<file path="config.mk">
export PLATFORM = sky130hd
export DESIGN_NAME = ust_ctrl
export DESIGN_NICKNAME = d
export VERILOG_FILES = /design/src/design/ust_pkg.sv /design/src/design/ust_ctrl.sv
export SDC_FILE = /design/constraint.sdc
export NUM_CORES = 1
export LEC_CHECK = 0
export ABC_AREA = 1
export BUFFER_PORTS_ARGS = -buffer_cell sky130_fd_sc_hd__buf_4
export CAP_MARGIN = 20
export CORE_MARGIN = 3
export CORE_UTILIZATION = 52
export DETAILED_ROUTE_END_ITERATION = 8
export PLACE_DENSITY = 0.79
export SYNTH_ARGS = -nofsm -noshare
export SYNTH_HDL_FRONTEND = slang
export SYNTH_SLANG_ARGS = --single-unit
</file>
<file path="constraint.sdc">
create_clock -name aclk -period 3.5 [get_ports aclk]
set_clock_uncertainty 0.15 [all_clocks]
set_input_delay 0.35 -clock aclk [delete_from_list [all_inputs] [get_ports aclk]]
set_output_delay 0.35 -clock aclk [all_outputs]
set_load 0.05 [all_outputs]
</file>
<file path="src/design/ust_pkg.sv">
package ust_pkg;

    localparam logic [10:0] MIN_PKT_LEN   = 11'd5;
    localparam logic [15:0] TIMEOUT_RESET = 16'd200;

    localparam logic [1:0] ST_ACCEPTED = 2'd0;
    localparam logic [1:0] ST_SHORT    = 2'd1;
    localparam logic [1:0] ST_FULL     = 2'd2;
    localparam logic [1:0] ST_STALE    = 2'd3;

    localparam logic RK_STATUS = 1'b0;
    localparam logic RK_UPDATE = 1'b1;

    localparam logic KIND_PACKET = 1'b0;
    localparam logic KIND_TICK   = 1'b1;

    typedef struct packed {
        logic [31:0] addr;
        logic [15:0] port;
        logic [31:0] last_seen;
        logic [31:0] recv_seq;
        logic [31:0] send_seq;
        logic [7:0]  down;
        logic [7:0]  pressed;
    } entry_t;

    localparam int ENTRY_W = $bits(entry_t);

    typedef struct packed {
        logic        kind;
        logic [1:0]  status;
        logic [5:0]  slot;
        logic [31:0] addr;
        logic [15:0] port;
        logic [31:0] send_seq;
        logic [7:0]  down;
        logic [7:0]  pressed;
    } res_t;

    typedef struct packed {
        logic accept;
        logic start;
        logic idx_inc;
        logic scan_eval;
        logic commit;
        logic hold_short;
        logic evict;
        logic tick_upd;
        logic push;
        logic push_last;
    } cmd_t;

    typedef struct packed {
        logic kind_tick;
        logic short_pkt;
        logic live;
        logic match;
        logic evict;
        logic last_idx;
        logic hold_valid;
        logic out_free;
    } sts_t;

endpackage

</file>
<file path="src/design/ust_ctrl.sv">
module ust_ctrl
    import ust_pkg::*;
(
    input  logic aclk,
    input  logic aresetn,
    input  logic s_valid,
    output logic s_ready,
    input  sts_t sts,
    output cmd_t cmd
);

    typedef enum logic [8:0] {
        S_IDLE     = 9'b000000001,
        S_DISPATCH = 9'b000000010,
        S_SCAN_RD  = 9'b000000100,
        S_SCAN_EV  = 9'b000001000,
        S_PKT_DEC  = 9'b000010000,
        S_PKT_OUT  = 9'b000100000,
        S_TICK_RD  = 9'b001000000,
        S_TICK_EV  = 9'b010000000,
        S_TICK_END = 9'b100000000
    } state_t;

    state_t state_reg, state_next;

    always_ff @(posedge aclk) begin
        if (!aresetn) begin
            state_reg <= S_IDLE;
        end else begin
            state_reg <= state_next;
        end
    end

    assign s_ready = (state_reg == S_IDLE);

    always_comb begin
        state_next = state_reg;
        cmd        = '0;
        case (state_reg)
            S_IDLE: begin
                if (s_valid) begin
                    cmd.accept = 1'b1;
                    state_next = S_DISPATCH;
                end
            end
            S_DISPATCH: begin
                cmd.start = 1'b1;
                if (sts.kind_tick) begin
                    state_next = S_TICK_RD;
                end else if (sts.short_pkt) begin
                    cmd.hold_short = 1'b1;
                    state_next     = S_PKT_OUT;
                end else begin
                    state_next = S_SCAN_RD;
                end
            end
            S_SCAN_RD: begin
                state_next = S_SCAN_EV;
            end
            S_SCAN_EV: begin
                cmd.scan_eval = 1'b1;
                if (sts.match || sts.last_idx) begin
                    state_next = S_PKT_DEC;
                end else begin
                    cmd.idx_inc = 1'b1;
                    state_next  = S_SCAN_RD;
                end
            end
            S_PKT_DEC: begin
                cmd.commit = 1'b1;
                state_next = S_PKT_OUT;
            end
            S_PKT_OUT: begin
                if (sts.out_free) begin
                    cmd.push      = 1'b1;
                    cmd.push_last = 1'b1;
                    state_next    = S_IDLE;
                end
            end
            S_TICK_RD: begin
                state_next = S_TICK_EV;
            end
            S_TICK_EV: begin
                if (!sts.live || sts.evict || !sts.hold_valid || sts.out_free) begin
                    if (sts.live && sts.evict) begin
                        cmd.evict = 1'b1;
                    end else if (sts.live) begin
                        cmd.tick_upd = 1'b1;
                        cmd.push     = sts.hold_valid;
                    end
                    if (sts.last_idx) begin
                        state_next = S_TICK_END;
                    end else begin
                        cmd.idx_inc = 1'b1;
                        state_next  = S_TICK_RD;
                    end
                end
            end
            S_TICK_END: begin
                if (!sts.hold_valid) begin
                    state_next = S_IDLE;
                end else if (sts.out_free) begin
                    cmd.push      = 1'b1;
                    cmd.push_last = 1'b1;
                    state_next    = S_IDLE;
                end
            end
            default: begin
                state_next = S_IDLE;
            end
        endcase
    end

`ifndef ASSERT_OFF
    a_idle_no_hold: assert property (@(posedge aclk) disable iff (!aresetn)
        (state_reg == S_IDLE) |-> !sts.hold_valid)
        else $error("pending result left behind when returning to idle");
`endif

endmodule

</file>
; ---- Word-level counts from Yosys, hierarchy flattened
; Index checks and enable logic that the tools add are counted.
[classes]
muxes = 30
reduce_logical = 8
eq_ne = 11
[ops]
columns = operator, n
row1 = $pmux W9 S9, 1
row2 = $mux W9, 6
row3 = $mux W1, 12
row4 = $mux W2, 5
row5 = $eq A9 B1 Y1 const B, 1
row6 = $eq A9 B2 Y1 const B, 1
row7 = $eq A9 B3 Y1 const B, 1
row8 = $eq A9 B4 Y1 const B, 1
row9 = $eq A9 B5 Y1 const B, 1
row10 = $eq A9 B6 Y1 const B, 1
row11 = $eq A9 B7 Y1 const B, 1
row12 = $eq A9 B8 Y1 const B, 1
row13 = $eq A9 B9 Y1 const B, 1
row14 = $mux W6, 1
row15 = $mux W5, 1
row16 = $logic_or A1 B1 Y1, 4
row17 = $ne A2 B2 Y1 const B, 2
row18 = $pmux W1 S2, 2
row19 = $mux W3, 1
row20 = $pmux W1 S3, 1
row21 = $logic_not A1 Y1, 2
row22 = $reduce_and A2 Y1, 1
row23 = $logic_and A1 B1 Y1, 1
[word_totals]
inputBits = 11
out_inout_bits = 11
reg_bits = 9
elab_cells = 50

; ---- Longest topological paths before layout
; Gate-level depths: netlist of run 1.
[logic_depth]
word_depth = 6
mapped_depth = 9
depth_no_buf = 9

; ---- Least setup slack after synthesis of run 1
; No wires, ideal clock.
[synth_timing]
kind = register -> output
from = register state_reg[4]
to = output port cmd[3] in the netlist's numbering
t_required_ns = 3.000
path_buffers = 0
slack_ns = 1.160
stages_incl_launch_ff = 6
arrival_ns = 1.840
cell_sequence = dfxtp_1 -> nor2_4 -> nand2_4 -> nor3_4 -> inv_2 -> nor3_1
[synth_lines]
columns = element, line_no
row1 = from (decl), ust_ctrl.sv:24  ; state_t state_reg, state_next;
row2 = from (signal assigned), ust_ctrl.sv:30  ; state_reg <= state_next;
row3 = to (decl), ust_ctrl.sv:9  ; output cmd_t cmd

==> metrics.cfg, run 1 <==
[sta]
worst_pin_slew_ns = 0.266
setup_viol_count_final = 0
fin_crit_sh_pct = 62.4
drv_slew = 0
fin_tns_setup_ns = 0
grt_setup_unrepaired = false
hold_viol = 0
period_needed_ns = 2.18
slew_headroom_pct = 82.2
whs_ns = 0.142
fmax_mhz = 458

[placement]
place.gp.congestion = 0.956
port_buffers = 21
hpwl_mm = 1.49
placed_cell_area_um2 = 863

[clocking]
cts_hold_buf = 0
cts_tree = yes
post_cts_buffers = 0
clock_path_buffers = 2
numCtsBuffers = 3
clk_pin_slew_worst_paths_ns = 0.07
cts.sink_count = 9
post_cts_resized = 0
clk_latency_ns = 0.27
cts-root-buf = clkbuf_4
htreeDepth = 1

[routing]
drc = 0
viasPerCell = 5.03
vias = 770
wirelength_mm = 1.79
drtAntennaViolNets = 0
firstDrtPassIters = 4
wl_per_cell_um = 11.7
drt_iter0_markers = 13

[hold_path]
min_path_cells = 2
hp-start = aresetn
hold_class = in -> reg
hold_path_end = state_reg[0]

[die]
die_area_um2 = 1800
ios = 22
die-width_um = 42.4
die_h_um = 42.4
core_area_um2 = 1170
rows = 12
initial_utilization_pct = 58.8

[layout]
fill_cells = 108
drive_gt1_share_pct = 30.9
nNetsFinal = 151
final_area_um2 = 890
antennaDiodeCount = 0
syn2layout_area_growth_pct = 29.3
largest_reg_flops = 9

[yosys]
postSynthCellCount = 114
ys_types = 21
ys_async_sr_fraction_pct = 0
ys_warn_count = 0
synth_top_area_share_pct = 26.2
synth_common_cells = 24 x inv_1, 20 x nand2_1, 20 x nor2_1
synth_ff_type = dfxtp_1
synth.avg_cell_area_um2 = 6.04
netlist_area_um2 = 688
ys_seq_elements = 9
synth_most_common_cell = inv_1
synth_nets = 125
synth_top_cell_by_area = dfxtp_1
ys_seq_area_share_pct = 26.2
synth_enable_flop_cells = 0
yosys-top-cells-area = dfxtp_1 26%, inv_1 13%, nand2_1 11%, nor2_1 11%, nand3_1 7.3%

[global_route]
grt_max_degree = 9
grt_use_total_pct = 22.2
grt_pass1_wl_mm = 2.98
grt_pass1_vias = 711
antenna_found_initial = 0
grt-ovfl-total = 0

[pwr]
power.density_nw_per_um2 = 288
max-vdd-ir-drop_mv = 0.279
p_leak_nw = 0.490

[critical_path]
r2r_slack_ns = 1.99
crit_type = reg -> out
required_ns = 3.00
r2r-end = state_reg[8]
cp-start-kind = register
cp.arrival_ns = 1.68
startpoint = state_reg[4]
r2r_cells = 8
r2r-start = state_reg[4]
end_kind = output pin
crit_fanout = 4

[status]
status = finished clean

[run]
cap_viol_max_count = 0

## power breakdown
part           leakage (nW)  internal [mW]  total [mW]  switching, mW
sequential           0.0730          0.105       0.107        0.00184
clock                0.0150         0.0441      0.0831         0.0390
combinational         0.402         0.0229      0.0666         0.0437
total                 0.490          0.172       0.257         0.0846
## placed cells by master, fill, tap and decap left out
cell | netlist | routed
a31oi_1 | 1 | 1
nand3_1 | 10 | 10
nand4_1 | 2 | 2
nand3_2 | 4 | 4
o21ai_2 | 2 | 2
nand2_2 | 1 | 1
nor3_2 | 1 | 1
a21oi_1 | 2 | 2
nor2_4 | 1 | 1
clkbuf_1 | 0 | 1
clkbuf_4 | 0 | 3
o21ai_1 | 2 | 2
nor2_2 | 3 | 3
nor3_4 | 1 | 1
inv_1 | 24 | 24
o21ai_0 | 2 | 2
buf_4 | 0 | 21
inv_2 | 4 | 4
and2_2 | 1 | 1
nor3_1 | 3 | 3
nor2_1 | 20 | 20
dfxtp_1 | 9 | 9
nand2_4 | 1 | 1
nand2_1 | 20 | 20
## cell families (layout without fill, tap and decap cells)
group	count (synthesis)	after routing	synth area share, %
simple gates	68	68	50.7
buf+inv	28	53	15.3
compound gates	9	9	7.82
flops	9	9	26.2
## stage by stage
| stage | utilization [%] | total power, mW | std cells | setup slack [ns] |
|---|---|---|---|---|
| after floorplan | - | 0.152 | 114 | 1.16 |
| after global routing | 76.0 | 0.273 | 153 | 1.16 |
| after CTS | 76.0 | 0.259 | 153 | 1.31 |
| after global placement | 73.7 | 0.174 | 149 | 1.67 |
| after detailed placement | 73.7 | 0.175 | 149 | 1.62 |
| final | 76.0 | 0.257 | 153 | 1.32 |
## worst max-delay path, stage by stage, from the launching register on
cell,delay (ns)
dfxtp_1,0.35
nor2_4,0.16
nand2_4,0.08
nor3_4,0.22
inv_2,0.07
nor2_1,0.10
inv_1,0.09
nor3_2,0.12
buf_4,0.22
## worst max-delay path by stage
stage                         to  slack [ns]  cells past startpoint
after CTS                 cmd[2]        1.31                      8
after floorplan           cmd[3]        1.16                      5
after global routing      cmd[2]        1.16                      8
final                     cmd[2]        1.32                      8
after detailed placement  cmd[2]        1.62                      8
after global placement    cmd[2]        1.67                      8
## cell type report
type,count,area (um^2),area share [%]
Tap cell,14,17.5,1.97
Sequential cell,9,180,20.3
Clock buffer,4,26.3,2.95
Timing Repair Buffer,21,158,17.7
Multi-Input combinational cell,77,403,45.3
Inverter,28,105,11.8
## per-layer routing
metal | GRT usage [%] | vias to the layer above | share of wire, %
li1 | - | 404 | -
met1 | 27.6 | 340 | 46
met2 | 32.5 | 20 | 47
met3 | 8.15 | 6 | 4.9
met4 | 12.4 | 0 | 2.6
met5 | 0 | - | 0
(Power assumes the default switching activity.)
==> run 2, diff against run 1 <==
--- a/config.mk
+++ b/config.mk
@@ -9,9 +9,9 @@
 export BUFFER_PORTS_ARGS = -buffer_cell sky130_fd_sc_hd__buf_4
 export CAP_MARGIN = 20
 export CORE_MARGIN = 3
-export CORE_UTILIZATION = 52
+export CORE_UTILIZATION = 48
 export DETAILED_ROUTE_END_ITERATION = 8
-export PLACE_DENSITY = 0.79
+export PLACE_DENSITY = 0.74
 export SYNTH_ARGS = -nofsm -noshare
 export SYNTH_HDL_FRONTEND = slang
 export SYNTH_SLANG_ARGS = --single-unit
==> constraint.sdc (replaced) <==
create_clock -name aclk -period 2.16 [get_ports aclk]
set_clock_uncertainty 0.15 [all_clocks]
set_input_delay 0.216 -clock aclk [delete_from_list [all_inputs] [get_ports aclk]]
set_output_delay 0.216 -clock aclk [all_outputs]
set_load 0.05 [all_outputs]
==> run 2 against run 1 <==
Compared with the run above: register-to-register slack worse by 1.3 ns; flip-flop and latch count unchanged; sequential power rose by 63%; utilization down 4.9 points; highest routed layer unchanged; sequential share of layout area decreased by 0.60 points; combinational power up 71%; global-route usage is 1.6 points lower; cell count is 2.0% higher; clock power rose by 68%; worst hold slack worse by 0.12 ns; non-clock buffer count up 2.
==> metrics.cfg, run 2 (synthesized netlist as in run 1, its figures left out) <==
[die]
die_area_um2 = 1920  ; +7.1%
ios = 22  ; unchanged
initial_utilization_pct = 52.2  ; -6.5 points
rows = 13  ; +1
die-width_um = 43.9  ; +3.5%
core_area_um2 = 1320  ; +13%
die_h_um = 43.9  ; +3.5%

[layout]
instances_no_fill = 156  ; +2.0%
syn2layout_area_growth_pct = 36.0
largest_reg_flops = 9  ; unchanged
antennaDiodeCount = 0  ; unchanged
layout_commonest_cell = inv_1
seq_area_um2 = 184  ; +2.1%
final_area_um2 = 936  ; +5.2%
mostFrequentLayoutCells = 23 x inv_1, 22 x buf_4, 20 x nand2_1
multi_input_area_um2 = 424  ; +5.3%
nNetsFinal = 153  ; +1.3%
drive_gt1_share_pct = 37.6  ; +6.7 points
fill_cells = 125  ; +16%

[routing]
viasPerCell = 5.12  ; +1.8%
wirelength_mm = 1.89  ; +5.9%
drtAntennaViolNets = 0  ; unchanged
drt_iter0_markers = 36  ; +23
firstDrtPassIters = 4  ; unchanged
drc = 0  ; unchanged
wl_per_cell_um = 12.1  ; +3.9%
vias = 799  ; +3.8%

[clocking]
cts_tree = yes
cts_hold_buf = 0  ; unchanged
clk_latency_ns = 0.27  ; about the same
numCtsBuffers = 3  ; unchanged
cts.sink_count = 9  ; unchanged
cts-root-buf = clkbuf_4
clock_path_buffers = 2  ; unchanged
htreeDepth = 1  ; unchanged
clk_pin_slew_worst_paths_ns = 0.07  ; about the same

[critical_path]
critPathSlowestCell = dfxtp_2
max_stage_delay_ns = 0.33  ; -0.02 ns
cp.arrival_ns = 1.73  ; +0.05 ns
crit_chain = nor2_2 -> nand2_2 -> nor3_4 -> inv_2 -> nor2_2 -> inv_2 -> nor3_4 -> buf_6
end_kind = output pin
cp-start-kind = register
required_ns = 1.79  ; -1.21 ns
crit_type = reg -> out
crit_fanout = 4  ; unchanged

[pwr]
p_total_mw = 0.428  ; +67%
p_comb_share_pct = 26.6  ; +0.7 points
max-vdd-ir-drop_mv = 0.351  ; +26%
p_int_mw = 0.279  ; +62%
p_leak_nw = 0.516  ; +5.2%
clkPwrFrac_pct = 32.7  ; +0.3 points
switching_share_pct = 34.9  ; +1.9 points
switching_power_mw = 0.149  ; +76%
seqPwrFrac_pct = 40.7  ; -1.0 points
power.density_nw_per_um2 = 457  ; +58%

[sta]
whs_ns = 0.0190  ; -0.123 ns
worst_pin_slew_ns = 0.276  ; +0.00945 ns
fmax_mhz = 477
slew_headroom_pct = 81.6  ; -0.63 points
setup_viol_count_final = 0  ; unchanged
period_needed_ns = 2.09
hold_viol = 0  ; unchanged
fin_crit_sh_pct = 97.0
drv_slew = 0  ; unchanged

[global_route]
grt_pass1_wl_mm = 2.95  ; -1.1%
met1_usage_pct = 27.4  ; -0.26 points
grt_pass1_vias = 697  ; -2.0%
antenna_found_initial = 0  ; unchanged
met3_usage_pct = 3.73  ; -4.4 points
grt_max_degree = 9  ; unchanged
grt_use_total_pct = 20.6  ; -1.6 points
use_met2_pct = 34.0  ; +1.5 points
grt.busiest_layer = met2
grt-ovfl-total = 0  ; unchanged

[placement]
hpwl_mm = 1.47  ; -1.4%
placed_cell_area_um2 = 870  ; +0.72%
port_buffers = 21  ; unchanged
dp.cells = 150  ; +0.67%
place.gp.congestion = 0.965  ; +0.98%

[hold_path]
hold_class = in -> reg

[run]
cap_viol_max_count = 0  ; unchanged

[status]
status = finished clean

run 2: critical path: cells and delay by family, from the launching register on:
| kind | cells | cell delay (ns) |
|---|---|---|
| buf+inv | 3 | 0.34 |
| simple gates | 5 | 0.78 |
| flops | 1 | 0.33 |
run 2: worst paths after layout:
check / from / endpoint / slack, ns / cells after the start
setup / recovery: state_reg[1] / cmd[2] / 0.07 / 8
hold / removal: aresetn / state_reg[0] / 0.02 / 2
setup reg to reg: state_reg[1] / state_reg[8] / 0.65 / 8
hold reg to reg: state_reg[5] / state_reg[5] / 0.41 / 2
run 2: stage by stage:
| stage | worst slack [ns] | TNS, ns | util (%) |
|---|---|---|---|
| after floorplan | 0.225 | 0 | - |
| after global placement | 0.458 | 0 | 66.0 |
| after detailed placement | 0.409 | 0 | 66.0 |
| after CTS | 0.110 | 0 | 68.1 |
| after global routing | -0.0326 | -0.0326 | 71.0 |
| final | 0.0651 | 0 | 71.0 |
run 2: layout make-up:
cell class / count / share of cell area, %
Clock buffer: 3 / 2.41
Clock inverter: 1 / 0.535
Inverter: 28 / 11.2
Multi-Input combinational cell: 77 / 45.3
Sequential cell: 9 / 19.7
Tap cell: 15 / 2.01
Timing Repair Buffer: 23 / 18.9
run 2: metal layers:
metal	up-vias	wire length, um
li1	408	-
met1	353	842
met2	32	883
met3	6	127
met4	0	41
met5	-	0
run 2: timing repair:
item                                    in CTS  in global routing
buffers inserted                             0                  2
resized for setup                            0                  9
endpoints found under the setup margin       0                  1
run 2: power by group through the flow:
| stage | registers [mW] | clock network (mW) | logic [mW] |
|---|---|---|---|
| after floorplan | 0.176 | 0 | 0.0697 |
| after global placement | 0.177 | 0 | 0.106 |
| after detailed placement | 0.177 | 0 | 0.107 |
| after CTS | 0.173 | 0.139 | 0.107 |
| after global routing | 0.175 | 0.149 | 0.123 |
| final | 0.174 | 0.140 | 0.114 |
==> run 3, diff against run 2 <==
--- a/config.mk
+++ b/config.mk
@@ -12,6 +12,7 @@
 export CORE_UTILIZATION = 48
 export DETAILED_ROUTE_END_ITERATION = 8
 export PLACE_DENSITY = 0.74
+export SETUP_SLACK_MARGIN = 0.15
 export SYNTH_ARGS = -nofsm -noshare
 export SYNTH_HDL_FRONTEND = slang
 export SYNTH_SLANG_ARGS = --single-unit
==> run 3 against run 2 <==
Compared with the run above: fmax grew 8.9%; clock power is essentially flat; cell count grew 0.64%; critical endpoint unchanged; critical path depth is the same; first-iteration DRC count is the same; flip-flop and latch count is the same.
==> metrics.cfg, run 3 (synthesized netlist as in run 1, its figures left out) <==
[global_route]
grt-ovfl-total = 0  ; unchanged
grt_pass1_wl_mm = 3.21  ; +8.9%
grt_pass1_vias = 757  ; +8.6%
grt_max_degree = 9  ; unchanged
grt_use_total_pct = 22.4  ; +1.8 points
antenna_found_initial = 0  ; unchanged

[pwr]
p_int_mw = 0.279  ; +0.23%
max-vdd-ir-drop_mv = 0.366  ; +4.3%
switching_power_mw = 0.147  ; -1.3%
p_leak_nw = 0.516  ; about the same
switching_share_pct = 34.5  ; -0.35 points
power.density_nw_per_um2 = 441  ; -3.4%
seqPwrFrac_pct = 40.8  ; about the same
clkPwrFrac_pct = 32.3  ; -0.4 points
p_comb_share_pct = 26.9  ; +0.3 points

[die]
ios = 22  ; unchanged
die_area_um2 = 1920  ; unchanged
rows = 13  ; unchanged
core_area_um2 = 1320  ; unchanged
die-width_um = 43.9  ; unchanged
initial_utilization_pct = 52.2  ; unchanged
die_h_um = 43.9  ; unchanged

[sta]
period_needed_ns = 1.92  ; -0.172 ns
hold_viol = 0  ; unchanged
fin_crit_sh_pct = 89.0  ; -8.0 points
finalWorstSetupSlack_ns = 0.237  ; +0.172 ns
setup_viol_count_final = 0  ; unchanged
fmax_mhz = 520  ; +8.9%
drv_slew = 0  ; unchanged
fin_tns_setup_ns = 0  ; unchanged
slew_headroom_pct = 81.8  ; +0.21 points
worst_pin_slew_ns = 0.272  ; -0.00318 ns
grt_setup_unrepaired = true

[critical_path]
end_kind = output pin
required_ns = 1.79  ; about the same
startpoint = state_reg[5]
r2r-start = state_reg[4]
cp-start-kind = register
crit_fanout = 3  ; -1
crit_type = reg -> out
r2r-end = state_reg[8]
r2r_cells = 9  ; +1
cp-endpoint = cmd[2]
cp.arrival_ns = 1.56  ; -0.17 ns
r2r_slack_ns = 0.60  ; -0.05 ns

[routing]
viasPerCell = 5.35  ; +4.5%
drt_iter0_markers = 36  ; unchanged
drc = 0  ; unchanged
vias = 840  ; +5.1%
wl_per_cell_um = 12.4  ; +1.9%
firstDrtPassIters = 6  ; +2
drtAntennaViolNets = 0  ; unchanged
wirelength_mm = 1.94  ; +2.5%

[placement]
place.gp.congestion = 0.965  ; unchanged
dpl_worst_slack_ns = 0.409  ; unchanged
hpwl_mm = 1.47  ; unchanged
port_buffers = 21  ; unchanged
dp.cells = 150  ; unchanged

[layout]
fill_cells = 115  ; -8.0%
multi_input_area_um2 = 432  ; +1.8%
layout_commonest_cell = inv_1
nNetsFinal = 154  ; +0.65%
seq_area_um2 = 184  ; unchanged
syn2layout_area_growth_pct = 40.4
antennaDiodeCount = 0  ; unchanged
drive_gt1_share_pct = 40.1  ; +2.6 points
largest_reg_flops = 9  ; unchanged
mostFrequentLayoutCells = 21 x inv_1, 20 x nand2_1, 19 x buf_4
fin_util_pct = 73.3  ; +2.3 points
instances_no_fill = 157  ; +0.64%

[clocking]
htreeDepth = 1  ; unchanged
cts_tree = yes
numCtsBuffers = 3  ; unchanged
clock_path_buffers = 2  ; unchanged
clk_pin_slew_worst_paths_ns = 0.07  ; about the same
cts.sink_count = 9  ; unchanged
clk_latency_ns = 0.26  ; about the same
cts_hold_buf = 0  ; unchanged
cts-root-buf = clkbuf_4

[hold_path]
hold_class = in -> reg

[run]
cap_viol_max_count = 0  ; unchanged

[status]
status = finished clean

[run 3: metal layers]
layer	track usage [%]	share of wire, %	vias to the layer above
li1	-	-	409
met1	28.2	40	364
met2	35.8	46	55
met3	5.81	10	12
met4	9.64	3.7	0
met5	0	0	-
[run 3: final cells by class]
cell class                 instances  area share [%]
multi-input combinational         77            44.7
timing repair buffer              24            20.6
sequential                         9            19.0
inverter                          28            10.9
clock buffer                       3            2.33
tap                               15            1.94
clock inverter                     1           0.518
[run 3: worst min path at each step]
stage / from / depth (start not counted) / endpoint / slack (ns)
2_1_floorplan: aresetn / 1 / state_reg[0] / 0.16
3_5_place_dp: aresetn / 2 / state_reg[0] / 0.30
6_report: aresetn / 2 / state_reg[0] / 0.02
3_3_place_gp: aresetn / 2 / state_reg[0] / 0.29
4_1_cts: aresetn / 2 / state_reg[0] / 0.02
5_1_grt: aresetn / 2 / state_reg[0] / 0.02
[run 3: what timing repair did]
item / CTS / global route
resized for setup: 5 / 12
pin swaps: 3 / 7
setup buffers: 2 / 1
setup endpoints to repair: 2 / 5
[run 3: power by group through the flow]
stage	registers (mW)	logic [mW]	clock network, mW
floorplan	0.176	0.0697	0
global placement	0.177	0.106	0
detailed placement	0.177	0.107	0
CTS	0.174	0.112	0.139
global route	0.175	0.124	0.148
finish	0.174	0.115	0.138
[run 3: critical path, stage by stage, from the launching register on]
cell and delay [ns]:
dfxtp_2 0.34, nor2_4 0.13, nand2_4 0.07, nor3_4 0.19, inv_2 0.08, nor2_2 0.09, inv_2 0.07, nor3_4 0.14
buf_6 0.18
[run 3: stage by stage]
step / power, mW / hold slack [ns] / instance area (um^2)
3_5_place_dp: 0.284 / 0.295 / 870
5_1_grt: 0.446 / 0.0225 / 966
2_1_floorplan: 0.246 / 0.160 / 693
4_1_cts: 0.424 / 0.0182 / 927
6_report: 0.426 / 0.0196 / 966
3_3_place_gp: 0.283 / 0.289 / 870
